`src/sv/rcmp_pkg.sv`:
```
// package for remote_command_motor_pwm: duty struct, decode tables and codes
package rcmp_pkg;

    localparam int DUTY_W  = 7;
    localparam int DIR_W   = 4;
    localparam int CODE_W  = 4;
    localparam int FRAME_W = 8;

    // request kinds
    localparam logic REQ_TICK  = 1'b0;
    localparam logic REQ_FRAME = 1'b1;

    // direction codes
    localparam logic [DIR_W-1:0] DIR_STOP      = 4'd0;
    localparam logic [DIR_W-1:0] DIR_FWD       = 4'd1;
    localparam logic [DIR_W-1:0] DIR_SPIN_A    = 4'd2;
    localparam logic [DIR_W-1:0] DIR_SPIN_B    = 4'd3;
    localparam logic [DIR_W-1:0] DIR_BACK      = 4'd4;
    localparam logic [DIR_W-1:0] DIR_VEER_R    = 4'd5;
    localparam logic [DIR_W-1:0] DIR_VEER_L    = 4'd6;
    localparam logic [DIR_W-1:0] DIR_BACK_VR   = 4'd7;
    localparam logic [DIR_W-1:0] DIR_BACK_VL   = 4'd8;

    // high nibble patterns with bit 4 set that change the direction
    localparam logic [3:0] HI_ALL_SET = 4'hF;
    localparam logic [3:0] HI_B4_ONLY = 4'h1;

    // speed code to duty, code*20/3 truncated, one less at multiples of 3
    localparam logic [DUTY_W-1:0] SPEED_TABLE [16] = '{
        7'd0,  7'd6,  7'd13, 7'd19, 7'd26, 7'd33, 7'd39, 7'd46,
        7'd53, 7'd59, 7'd66, 7'd73, 7'd79, 7'd86, 7'd93, 7'd99
    };

    // the same duty divided by three, truncated
    localparam logic [DUTY_W-1:0] THIRD_TABLE [16] = '{
        7'd0,  7'd2,  7'd4,  7'd6,  7'd8,  7'd11, 7'd13, 7'd15,
        7'd17, 7'd19, 7'd22, 7'd24, 7'd26, 7'd28, 7'd31, 7'd33
    };

    typedef struct packed {
        logic [DUTY_W-1:0] right_back;
        logic [DUTY_W-1:0] right_fwd;
        logic [DUTY_W-1:0] left_back;
        logic [DUTY_W-1:0] left_fwd;
    } t_duties;

endpackage

```
`src/sv/rcmp_if.sv`:
```
// stream interfaces for command input and motor result output
interface rcmp_cmd_if;
    logic                            valid;
    logic                            ready;
    logic                            req_type;
    logic [rcmp_pkg::FRAME_W-1:0]    frame_bits;

    modport source (output valid, output req_type, output frame_bits, input ready);
    modport sink   (input valid, input req_type, input frame_bits, output ready);
endinterface

interface rcmp_res_if;
    logic                            valid;
    logic                            ready;
    logic                            right_back_pin;
    logic                            right_fwd_pin;
    logic                            left_back_pin;
    logic                            left_fwd_pin;
    logic [rcmp_pkg::DIR_W-1:0]      direction_code;
    logic [rcmp_pkg::DUTY_W-1:0]     speed_duty;

    modport source (output valid, output right_back_pin, output right_fwd_pin,
                    output left_back_pin, output left_fwd_pin,
                    output direction_code, output speed_duty, input ready);
    modport sink   (input valid, input right_back_pin, input right_fwd_pin,
                    input left_back_pin, input left_fwd_pin,
                    input direction_code, input speed_duty, output ready);
endinterface

```
`src/sv/rcmp_duty_mix.sv`:
```
// maps direction and speed code to the four motor duties
module rcmp_duty_mix (
    input  logic [rcmp_pkg::DIR_W-1:0]  i_dir,
    input  logic [rcmp_pkg::CODE_W-1:0] i_code,
    output rcmp_pkg::t_duties           o_duties
);

    logic [rcmp_pkg::DUTY_W-1:0] w_full;
    logic [rcmp_pkg::DUTY_W-1:0] w_third;

    assign w_full  = rcmp_pkg::SPEED_TABLE[i_code];
    assign w_third = rcmp_pkg::THIRD_TABLE[i_code];

    always_comb begin
        o_duties = '0;
        case (i_dir)
            rcmp_pkg::DIR_FWD: begin
                o_duties.right_fwd = w_full;
                o_duties.left_fwd  = w_full;
            end
            rcmp_pkg::DIR_SPIN_A: begin
                o_duties.right_fwd = w_full;
                o_duties.left_back = w_full;
            end
            rcmp_pkg::DIR_SPIN_B: begin
                o_duties.right_back = w_full;
                o_duties.left_fwd   = w_full;
            end
            rcmp_pkg::DIR_BACK: begin
                o_duties.right_back = w_full;
                o_duties.left_back  = w_full;
            end
            rcmp_pkg::DIR_VEER_R: begin
                o_duties.right_fwd = w_full;
                o_duties.left_fwd  = w_third;
            end
            rcmp_pkg::DIR_VEER_L: begin
                o_duties.right_fwd = w_third;
                o_duties.left_fwd  = w_full;
            end
            rcmp_pkg::DIR_BACK_VR: begin
                o_duties.right_back = w_third;
                o_duties.left_back  = w_full;
            end
            rcmp_pkg::DIR_BACK_VL: begin
                o_duties.right_back = w_full;
                o_duties.left_back  = w_third;
            end
            default: begin
                o_duties = '0;
            end
        endcase
    end

endmodule

```
`src/sv/remote_command_motor_pwm.sv`:
```
// top level: remote command decode and four-pin motor pwm
//
//  channel  | dir | payload
//  i_cmd    | in  | req_type, frame_bits
//  o_res    | out | four pin levels, direction_code, speed_duty
//
// one transfer in per cycle while i_cmd.ready is high, result in the output register in the next cycle
// the output register decouples the sides: a new transfer is taken while the
// result leaves, and only a held result with o_res.ready low stalls i_cmd
// reset clears counter, direction, speed, duties, pins and output valid
// a frame changes duties from the next tick on; its result shows the old pins
module remote_command_motor_pwm #(
    parameter int PWM_TOP = 100
) (
    input  logic         i_clk,
    input  logic         i_rst_n,
    rcmp_cmd_if.sink     i_cmd,
    rcmp_res_if.source   o_res
);

    localparam int CW   = $clog2(PWM_TOP + 1);
    localparam int CMPW = (CW > rcmp_pkg::DUTY_W) ? CW : rcmp_pkg::DUTY_W;

    logic [CW-1:0]                 r_count, n_count;
    logic [CW:0]                   w_inc;
    logic [rcmp_pkg::DIR_W-1:0]    r_dir, n_dir;
    logic [rcmp_pkg::DUTY_W-1:0]   r_speed, n_speed;
    rcmp_pkg::t_duties             r_duty, n_duty, w_mix;
    logic [3:0]                    r_pins, n_pins;
    logic                          r_out_valid;
    logic                          w_accept;
    logic [3:0]                    w_hi;

    assign i_cmd.ready = i_rst_n && (!r_out_valid || o_res.ready);
    assign w_accept    = i_cmd.valid && i_cmd.ready;
    assign w_hi        = i_cmd.frame_bits[7:4];

    rcmp_duty_mix u_mix (
        .i_dir    (n_dir),
        .i_code   (i_cmd.frame_bits[3:0]),
        .o_duties (w_mix)
    );

    assign w_inc = {1'b0, r_count} + (CW+1)'(1);

    always_comb begin
        n_count = r_count;
        n_dir   = r_dir;
        n_speed = r_speed;
        n_duty  = r_duty;
        n_pins  = r_pins;
        if (i_cmd.req_type == rcmp_pkg::REQ_TICK) begin
            n_count = (w_inc > (CW+1)'(PWM_TOP)) ? '0 : w_inc[CW-1:0];
            n_pins[3] = CMPW'(n_count) <= CMPW'(r_duty.right_back);
            n_pins[2] = CMPW'(n_count) <= CMPW'(r_duty.right_fwd);
            n_pins[1] = CMPW'(n_count) <= CMPW'(r_duty.left_back);
            n_pins[0] = CMPW'(n_count) <= CMPW'(r_duty.left_fwd);
        end else begin
            n_speed = rcmp_pkg::SPEED_TABLE[i_cmd.frame_bits[3:0]];
            // weights: bit5 -> 4, bit6 -> 2, bit7 -> 1
            if (!w_hi[0]) begin
                n_dir = {1'b0, w_hi[1], w_hi[2], w_hi[3]};
            end else if (w_hi == rcmp_pkg::HI_ALL_SET) begin
                n_dir = rcmp_pkg::DIR_FWD;
            end else if (w_hi == rcmp_pkg::HI_B4_ONLY) begin
                n_dir = rcmp_pkg::DIR_BACK_VL;
            end
            n_duty = w_mix;
        end
    end

    always_ff @(posedge i_clk) begin
        if (!i_rst_n) begin
            r_count     <= '0;
            r_dir       <= rcmp_pkg::DIR_STOP;
            r_speed     <= '0;
            r_duty      <= '0;
            r_pins      <= '0;
            r_out_valid <= 1'b0;
        end else begin
            if (w_accept) begin
                r_count     <= n_count;
                r_dir       <= n_dir;
                r_speed     <= n_speed;
                r_duty      <= n_duty;
                r_pins      <= n_pins;
                r_out_valid <= 1'b1;
            end else if (o_res.ready) begin
                r_out_valid <= 1'b0;
            end
        end
    end

    assign o_res.valid          = r_out_valid;
    assign o_res.right_back_pin = r_pins[3];
    assign o_res.right_fwd_pin  = r_pins[2];
    assign o_res.left_back_pin  = r_pins[1];
    assign o_res.left_fwd_pin   = r_pins[0];
    assign o_res.direction_code = r_dir;
    assign o_res.speed_duty     = r_speed;

endmodule

```
`src/flat_wrapper.sv`:
```
// flat-port wrapper written by rule: the top's interface ports become plain ports
module remote_command_motor_pwm_flat 
#(
    parameter int PWM_TOP = 100
)
  (i_clk, i_rst_n, i_cmd_valid, i_cmd_req_type, i_cmd_frame_bits, i_cmd_ready, o_res_valid, o_res_right_back_pin, o_res_right_fwd_pin, o_res_left_back_pin, o_res_left_fwd_pin, o_res_direction_code, o_res_speed_duty, o_res_ready);
  rcmp_cmd_if i_cmd_i ();
  rcmp_res_if o_res_i ();
  input  logic i_clk;
  input  logic i_rst_n;
  input wire logic [$bits(i_cmd_i.valid)-1:0] i_cmd_valid;
  input wire logic [$bits(i_cmd_i.req_type)-1:0] i_cmd_req_type;
  input wire logic [$bits(i_cmd_i.frame_bits)-1:0] i_cmd_frame_bits;
  output wire logic [$bits(i_cmd_i.ready)-1:0] i_cmd_ready;
  output wire logic [$bits(o_res_i.valid)-1:0] o_res_valid;
  output wire logic [$bits(o_res_i.right_back_pin)-1:0] o_res_right_back_pin;
  output wire logic [$bits(o_res_i.right_fwd_pin)-1:0] o_res_right_fwd_pin;
  output wire logic [$bits(o_res_i.left_back_pin)-1:0] o_res_left_back_pin;
  output wire logic [$bits(o_res_i.left_fwd_pin)-1:0] o_res_left_fwd_pin;
  output wire logic [$bits(o_res_i.direction_code)-1:0] o_res_direction_code;
  output wire logic [$bits(o_res_i.speed_duty)-1:0] o_res_speed_duty;
  input wire logic [$bits(o_res_i.ready)-1:0] o_res_ready;
  assign i_cmd_i.valid = i_cmd_valid;
  assign i_cmd_i.req_type = i_cmd_req_type;
  assign i_cmd_i.frame_bits = i_cmd_frame_bits;
  assign i_cmd_ready = i_cmd_i.ready;
  assign o_res_valid = o_res_i.valid;
  assign o_res_right_back_pin = o_res_i.right_back_pin;
  assign o_res_right_fwd_pin = o_res_i.right_fwd_pin;
  assign o_res_left_back_pin = o_res_i.left_back_pin;
  assign o_res_left_fwd_pin = o_res_i.left_fwd_pin;
  assign o_res_direction_code = o_res_i.direction_code;
  assign o_res_speed_duty = o_res_i.speed_duty;
  assign o_res_i.ready = o_res_ready;
  remote_command_motor_pwm #(.PWM_TOP(PWM_TOP)) u_core (.i_clk(i_clk), .i_rst_n(i_rst_n), .i_cmd(i_cmd_i), .o_res(o_res_i));
endmodule
```
`config.mk`:
```
export PLATFORM = sky130hd
export DESIGN_NAME = remote_command_motor_pwm_flat
export DESIGN_NICKNAME = d
export VERILOG_FILES = /design/src/sv/rcmp_pkg.sv /design/src/sv/rcmp_if.sv /design/src/sv/rcmp_duty_mix.sv /design/src/sv/remote_command_motor_pwm.sv /design/src/flat_wrapper.sv
export SDC_FILE = /design/constraint.sdc
export NUM_CORES = 1
export LEC_CHECK = 0
export BUFFER_PORTS_ARGS = -buffer_cell sky130_fd_sc_hd__buf_2
export CORE_AREA = 2 2 84 94
export DETAILED_ROUTE_END_ITERATION = 10
export DIE_AREA = 0 0 86 96
export PLACE_DENSITY = 0.77
export SETUP_SLACK_MARGIN = 0.1
export SLEW_MARGIN = 20
export SYNTH_ARGS = -nofsm -noshare
export SYNTH_HDL_FRONTEND = slang
export SYNTH_HIERARCHICAL = 1
export SYNTH_SLANG_ARGS = --single-unit
```
`constraint.sdc`:
```
create_clock -name i_clk -period 3.9 [get_ports i_clk]
set_input_delay 0.975 -clock i_clk [delete_from_list [all_inputs] [get_ports i_clk]]
set_output_delay 0.975 -clock i_clk [all_outputs]
set_load 0.02 [all_outputs]
```
* Word-level counts from Yosys, hierarchy flattened
Memories as Yosys holds them, arrays and structs flattened.
Index checks and enable logic that the tools add are counted.
** Operators by class
- Reduce and logical (&&, ||, !) cells :: 11
- Order comparisons :: 6
- Eq/ne operators :: 10
- Bitwise gates (word level) :: 2
- Add/subtract/negate cells :: 1
- Multiplexer cells :: 15
** Operators by type and width (number)
- 7-bit case mux with 2 select lines :: 4
- 7-bit two-way mux :: 5
- 7-bit <= comparator :: 4
- 4-bit by 3-bit == test with 1-bit output (second input constant) :: 4
- 4-bit two-way mux :: 4
- 3-bit OR reduction :: 4
- 7-bit by 1-bit adder with 8-bit output (second input constant) :: 1
- 4-bit by 1-bit == test with 1-bit output (second input constant) :: 2
- 4-bit by 2-bit == test with 1-bit output (second input constant) :: 2
- 4-bit == test (second input constant) :: 2
- 8-bit by 7-bit > comparator with 1-bit output (second input constant) :: 1
- 5-bit >= comparator (second input constant) :: 1
- 4-bit NOT with 5-bit output :: 1
- 2-bit AND reduction :: 2
- 1-bit logical AND :: 2
- 1-bit two-way mux :: 2
- 2-bit nonzero test :: 1
- 1-bit logical NOT :: 1
- 1-bit logical OR :: 1
- 1-bit NOT :: 1
** Storage, ports and cells
- Memory bits (read-only) :: 224
- Register bits :: 51
- Output and inout bits :: 17
- Memories :: 2
- Logic and storage cells :: 56
** Memory list
- (name not given) :: depth 16, width 7, read ports 1, clocked after Yosys merged registers in 0, wr ports 0, line remote_command_motor_pwm.sv:59 : n_speed = rcmp_pkg::SPEED_TABLE[i_cmd.frame_bits[3:0]];
- (name not given) :: depth 16, width 7, read ports 1, clocked after Yosys merged registers in 0, wr ports 0, line rcmp_duty_mix.sv:12 : assign w_third = rcmp_pkg::THIRD_TABLE[i_code];

* Depth between registers and ports, before layout
Gate-level depths: netlist (run 1).
- Depth after elaboration :: 8
- Gate-level depth with buffers :: 14
- Mapped depth without buffers :: 13

* Hierarchy
Netlist (run 1), hierarchy kept.
** Modules (own cells, without submodules)
- remote_command_motor_pwm :: seq. area each 1021.0 um^2, cells an instance 419, times used 1, area an instance 3269.4 um^2
- rcmp_duty_mix :: seq. area each 0.0 um^2, cells an instance 137, times used 1, area an instance 960.9 um^2

* Least setup slack after synthesis (run 1)
Ideal clock, no wire load.
- Kind :: reg-to-reg
- Start :: register u_core.r_count[0]
- End :: register u_core.r_pins[0]
- Arrival time :: 3.034 ns
- Cell stages (with the launch flop) :: 15
- Setup time :: 0.124 ns
- Clock period less this slack :: 3.157 ns
- Setup slack :: 0.743 ns
- Required time :: 3.776 ns
- Path buffers :: 1
- Cell sequence :: dfxtp_1 ha_1 nand2_2 or3_4 a221oi_4 buf_6 a31oi_1 and2_1 ha_1 nand2_1 nor2_1 a211oi_1 or3_1 a31oi_1 a31oi_1
** On the way
- Longest elaborated chain between the ends :: 4
** RTL lines
- from (decl) :: line remote_command_motor_pwm.sv:24 : logic [CW-1:0] r_count, n_count;
- from (signal assigned) :: line remote_command_motor_pwm.sv:82 : r_count <= n_count;
- 7-bit by 1-bit adder with 8-bit output (*) :: line remote_command_motor_pwm.sv:44 : assign w_inc = {1'b0, r_count} + (CW+1)'(1);
- 8-bit by 7-bit > comparator with 1-bit output :: line remote_command_motor_pwm.sv:53 : n_count = (w_inc > (CW+1)'(PWM_TOP)) ? '0 : w_inc[CW-1:0];
- 7-bit two-way mux (*) :: line remote_command_motor_pwm.sv:53
- 7-bit <= comparator (*) :: line remote_command_motor_pwm.sv:57 : n_pins[0] = CMPW'(n_count) <= CMPW'(r_duty.left_fwd);
- to (signal assigned) :: line remote_command_motor_pwm.sv:86 : r_pins <= n_pins;
- to (decl) :: line remote_command_motor_pwm.sv:29 : logic [3:0] r_pins, n_pins;
Every way passes the cells marked *; elsewhere a longest branch is shown, timed or not.
A chain may end at the register's enable or synchronous reset.

* Worst setup path after layout (run 1)
- Start :: register u_core.r_count[0]
- End :: register u_core.r_pins[2]
** On the way
- Longest elaborated chain between the ends :: 4
** RTL lines
- 7-bit by 1-bit adder with 8-bit output (*) :: line remote_command_motor_pwm.sv:44
- 8-bit by 7-bit > comparator with 1-bit output :: line remote_command_motor_pwm.sv:53
- 7-bit two-way mux (*) :: line remote_command_motor_pwm.sv:53
- 7-bit <= comparator (*) :: line remote_command_motor_pwm.sv:55 : n_pins[2] = CMPW'(n_count) <= CMPW'(r_duty.right_fwd);
Marks and branches as above.

==> results of run 1 <==
-- synthesized netlist by cell type, types with 9 or more instances --
cell type and instances:
inv_1 38, dfxtp_1 51, o21ai_0 31, nand2_1 89, a21boi_0 32, a21oi_1 25
clkbuf_1 18, nand3_1 28, a31oi_1 9, ha_1 39, nor2_1 37, o22ai_1 18
-- report_power, final --
group          internal (uW)  leakage (uW)  switching (uW)  total [uW]
clock                    123     0.0000440             177         300
combinational            111       0.00134             181         292
sequential               534      0.000413            9.37         543
-- layout make-up --
class / count / area, um2
multi-input combinational: 434 / 2870
clock inverter: 2 / 13.8
tap: 87 / 109
inverter: 38 / 143
timing repair buffer: 35 / 190
sequential: 51 / 1020
clock buffer: 5 / 68.8
fill: 689 / 2900
-- cells by family (layout without fill, tap and decap cells) --
family	after synthesis	count (layout)	synth area share
AOI/OAI and AO/OA	173	173	0.283
xor gates and xnor gates	7	7	0.0145
adders and majority gates	39	39	0.115
buffers and inverters	71	80	0.0819
DFF	51	51	0.241
muxes	10	10	0.0358
and+or+nand+nor	205	205	0.228
-- layer usage --
metal  GRT usage  vias to the layer above
met2       0.444                      113
met1       0.315                     1897
met4       0.102                        0
met5           0                        -
met3      0.0292                       16
li1            -                     1990
-- flip-flops by register name, summed over array words and instances (netlist names) --
register and count:
u_core/o_res.speed_duty 7, u_core/r_pins 4, u_core/r_count 7, u_core/r_duty 28, u_core/o_res.direction_code 4, u_core/o_res.valid 1
-- worst register-to-register path, cell delays in order, from the launching register on --
cell,delay [ns]
dfxtp_1,0.46
ha_1,0.36
nand2_2,0.12
o21ai_0,0.30
a221oi_4,0.13
a31o_2,0.28
nor2_1,0.33
ha_1,0.34
a21oi_1,0.14
o21a_1,0.16
nor3_1,0.05
a211oi_1,0.28
o21ai_0,0.14
a31oi_1,0.17
-- per-stage QoR --
step | hold slack, ns | cell area (um2) | utilization | total power (uW)
5_1_grt | 0.500 | 4410 | 0.603 | 1200
2_1_floorplan | 0.443 | 4230 | - | 779
3_5_place_dp | 0.458 | 4330 | 0.592 | 839
6_report | 0.465 | 4410 | 0.603 | 1140
4_1_cts | 0.469 | 4410 | 0.603 | 1140
3_3_place_gp | 0.453 | 4330 | 0.592 | 831
-- final timing paths --
kind	startpoint	endpoint	slack [ns]	cells past startpoint
worst max-delay path	u_core/r_count[0]	u_core/r_pins[2]	0.55	13
worst min-delay path	u_core/r_duty[27]	u_core/r_duty[27]	0.47	2
worst max register to register	u_core/r_count[0]	u_core/r_pins[2]	0.55	13
worst min register to register	u_core/r_duty[27]	u_core/r_duty[27]	0.47	2
==> flow_summary.ini, run 1 <==
[outcome]
status = finished clean

[sta]
postLayoutSetupSlackWorst_ns = 0.551
setup_violations = 0
drv_slew = 0
fmax_mhz = 299
tns_ns = 0
hold_viol = 0
fin_crit_sh = 0.859
rsz0062_at_grt = false
finClkSkew_ns = 0.0159
period_needed_ns = 3.35
tightest_slew_ns = 0.603
relSlewSlack = 0.598

[critical_path]
critPathRequiredTime_ns = 4.13
endpoint_kind = flip-flop
cp_max_fo = 8
start_kind = flip-flop
cp_top_family = compound AO/OA/AOI/OAI gates
arrival_ns = 3.58
max_stage_delay_ns = 0.46
crit_path_cell_trace = ha_1, nand2_2, o21ai_0, a221oi_4, a31o_2, nor2_1, ha_1, a21oi_1, o21a_1, nor3_1, a211oi_1, o21ai_0, a31oi_1
critical_path_class = flip-flop to flip-flop
cpMaxStageDelayCell = dfxtp_1
crit_buf_inv = 0

[synth]
synth_area_um2 = 4230
yosysWarnings = 6
synth_area_leaders = dfxtp_1 24%, ha_1 12%, nand2_1 7.9%
postSynthAreaPerCell_um2 = 7.61
ys.flop_type = dfxtp_1
synth_edf_count = 0
synth_cell_types = 61
synth_seq_cells = 51
synth_nets = 608
synth_cells = 556
netlist.area_leader.share = 0.241
async_reset_ff_frac = 0
yosysSeqAreaShare = 0.241
synth_area_leader_cell = dfxtp_1

[global_routing]
grt_usage = 0.253
grt_pass1_wl_mm = 16.9
grt_pass1_vias = 3599
gr-total-overflow = 0
grt_antenna_before_repair = 0
grt_start_max_net_pins = 54

[floorplanning]
die_area_um2 = 8260
die_h_um = 96
die_width_um = 86
core-area_um2 = 7310
initial_core_util = 0.579
num_rows = 33
num_io_pins = 30

[clock_network]
clock_path_buffers = 2
clk_latency_ns = 0.31
cts.sinks = 51
clock-root-buffer = clkbuf_8
clk_pin_slew_ns = 0.10
ctsHoldBuffers = 0
cts_made_buffers = 5
cts_setup_buffers = 0
cts_resized = 0
cts_max_level = 2
cts_tree = yes

[place]
dp.cells = 645
hpwl_mm = 7.66
port_buffers = 29
gp_congestion = 0.884
dp_slack_ns = 0.625

[flow_run]
drv_cap = 0

[routing]
vias = 4016
routed_via_density = 6.16
wl_mm = 10.3
m1WireLength_mm = 4.56
drt_iter0_drc = 204
routed-wl-met2_mm = 5.11
drc = 0
top_layer_used = met4
dr.pass1.iters = 7
ant_nets = 0
routedWlPerCell_um = 15.7
dr_wl_met3_um = 393

[finish]
post_route_cells_drive_above_1_share = 0.110
fin_nets = 617
layout_common_cells = 89 x nand2_1, 51 x dfxtp_1, 39 x ha_1, 38 x inv_1, 36 x nor2_1
stdcell_count = 652
syn2layout_area_growth_pct = 4.26
final_common_cell = nand2_1
antenna_cells = 0

[pwr]
leakage_uw = 0.00180
max-vdd-ir-drop_v = 0.000167
p_per_area_nw_per_um2 = 257

[worst_hold_path]
hold_class = flip-flop to flip-flop
No activity file was read; power rests on OpenSTA's default activity.
==> run 2, diff against run 1 <==
--- a/config.mk
+++ b/config.mk
@@ -7,6 +7,8 @@
 export LEC_CHECK = 0
 export BUFFER_PORTS_ARGS = -buffer_cell sky130_fd_sc_hd__buf_2
 export CORE_AREA = 2 2 84 94
+export CTS_BUF_LIST = sky130_fd_sc_hd__clkbuf_4
+export CTS_CLUSTER_SIZE = 20
 export DETAILED_ROUTE_END_ITERATION = 10
 export DIE_AREA = 0 0 86 96
 export PLACE_DENSITY = 0.77
==> flow_summary.ini, run 2 (same netlist as run 1, synthesis figures left out) <==
[floorplanning]
die_area_um2 = 8260
core-area_um2 = 7310
die_h_um = 96
num_rows = 33
die_width_um = 86
num_io_pins = 30
initial_core_util = 0.579

[sta]
finClkSkew_ns = 0.0264
period_needed_ns = 3.37
setup_violations = 0
rsz0062_at_grt = false
tns_ns = 0
drv_slew = 0
tightest_slew_ns = 0.597
relSlewSlack = 0.602
fmax_mhz = 297
postLayoutSetupSlackWorst_ns = 0.528
fin_crit_sh = 0.865
hold_viol = 0

[routing]
routedWlPerCell_um = 15.5
wl_mm = 10.1
ant_nets = 0
dr.pass1.iters = 5
routed_via_density = 6.09
drt_iter0_drc = 235
vias = 3977
drc = 0

[critical_path]
endpoint_kind = flip-flop
start_kind = flip-flop
reg2reg_depth = 13
critPathRequiredTime_ns = 4.20
arrival_ns = 3.67
critical_path_class = flip-flop to flip-flop
cp_max_fo = 8

[global_routing]
grt_usage = 0.252
grt_antenna_before_repair = 1
grt_start_max_net_pins = 54
grt_pass1_wl_mm = 16.9
gr-total-overflow = 0
grt_pass1_vias = 3590

[clock_network]
clock-root-buffer = clkbuf_4
cts_max_level = 2
cts_made_buffers = 5
cts_tree = yes
cts_resized = 0
cts.sinks = 51
clk_pin_slew_ns = 0.16
ctsHoldBuffers = 0
clock_path_buffers = 2
clk_latency_ns = 0.37
cts_setup_buffers = 0

[finish]
final_common_cell = nand2_1
fin_nets = 617
largest_reg_flops = 28
regMostFlops = u_core/r_duty
post_route_cells_drive_above_1_share = 0.110
final_util = 0.600
layout_common_cells = 89 x nand2_1, 51 x dfxtp_1, 39 x ha_1, 38 x inv_1, 36 x nor2_1
syn2layout_area_growth_pct = 3.58
design_area_um2 = 4380

[outcome]
status = finished clean

[place]
gp_congestion = 0.884
port_buffers = 29
hpwl_mm = 7.66
dpl-instance-area_um2 = 4330
dp_slack_ns = 0.625

[pwr]
max-vdd-ir-drop_v = 0.000154
leakage_uw = 0.00179
netSwitchingPower_uw = 362
power.internal_uw = 713
pwr-share-clk = 0.224
combPwrFrac = 0.270
p_per_area_nw_per_um2 = 246
p_seq_frac = 0.506
switching_share = 0.337

[worst_hold_path]
hold_path_depth = 2
hold_class = flip-flop to flip-flop

[flow_run]
drv_cap = 0
run 2: metrics by stage:
step	hold slack (ns)	cells	power [uW]
floorplan	0.443	556	779
global placement	0.453	645	831
detailed placement	0.458	645	839
CTS	0.475	652	1080
global route	0.507	653	1140
finish	0.471	653	1080
run 2: final timing paths:
path,start,endpoint,slack (ns)
max reg2reg,u_core/r_count[0],u_core/r_pins[2],0.53
max,u_core/r_count[0],u_core/r_pins[2],0.53
min reg2reg,u_core/r_duty[27],u_core/r_duty[27],0.47
min,u_core/r_duty[27],u_core/r_duty[27],0.47
run 2: area by class of cell:
class | instances | area, um2
multi-input combinational | 434 | 2870
inverter | 38 | 143
clock buffer | 5 | 37.5
sequential | 51 | 1020
fill | 694 | 2930
tap | 87 | 109
timing repair buffer | 35 | 190
antenna | 1 | 2.50
clock inverter | 2 | 13.8
run 2: metal layers:
| metal | part of all wire | track usage |
|---|---|---|
| met1 | 0.44 | 0.316 |
| met2 | 0.49 | 0.443 |
| met3 | 0.049 | 0.0292 |
| met4 | 0.024 | 0.0952 |
| met5 | 0 | 0 |
run 2: worst max-delay path: stages (launching register included):
cell	delay, ns
dfxtp_1	0.47
ha_1	0.36
nand2_2	0.12
o21ai_0	0.30
a221oi_4	0.13
a31o_2	0.28
nor2_1	0.33
ha_1	0.34
a21oi_1	0.14
o21a_1	0.16
nor3_1	0.05
a211oi_1	0.29
o21ai_0	0.15
a31oi_1	0.17
run 2: power by group through the flow:
| stage | registers, uW | clock network (uW) | logic [uW] |
|---|---|---|---|
| after detailed placement | 556 | 0 | 284 |
| final | 544 | 241 | 290 |
| after CTS | 544 | 248 | 285 |
| after global placement | 555 | 0 | 276 |
| after global routing | 546 | 268 | 321 |
| after floorplan | 564 | 0 | 215 |
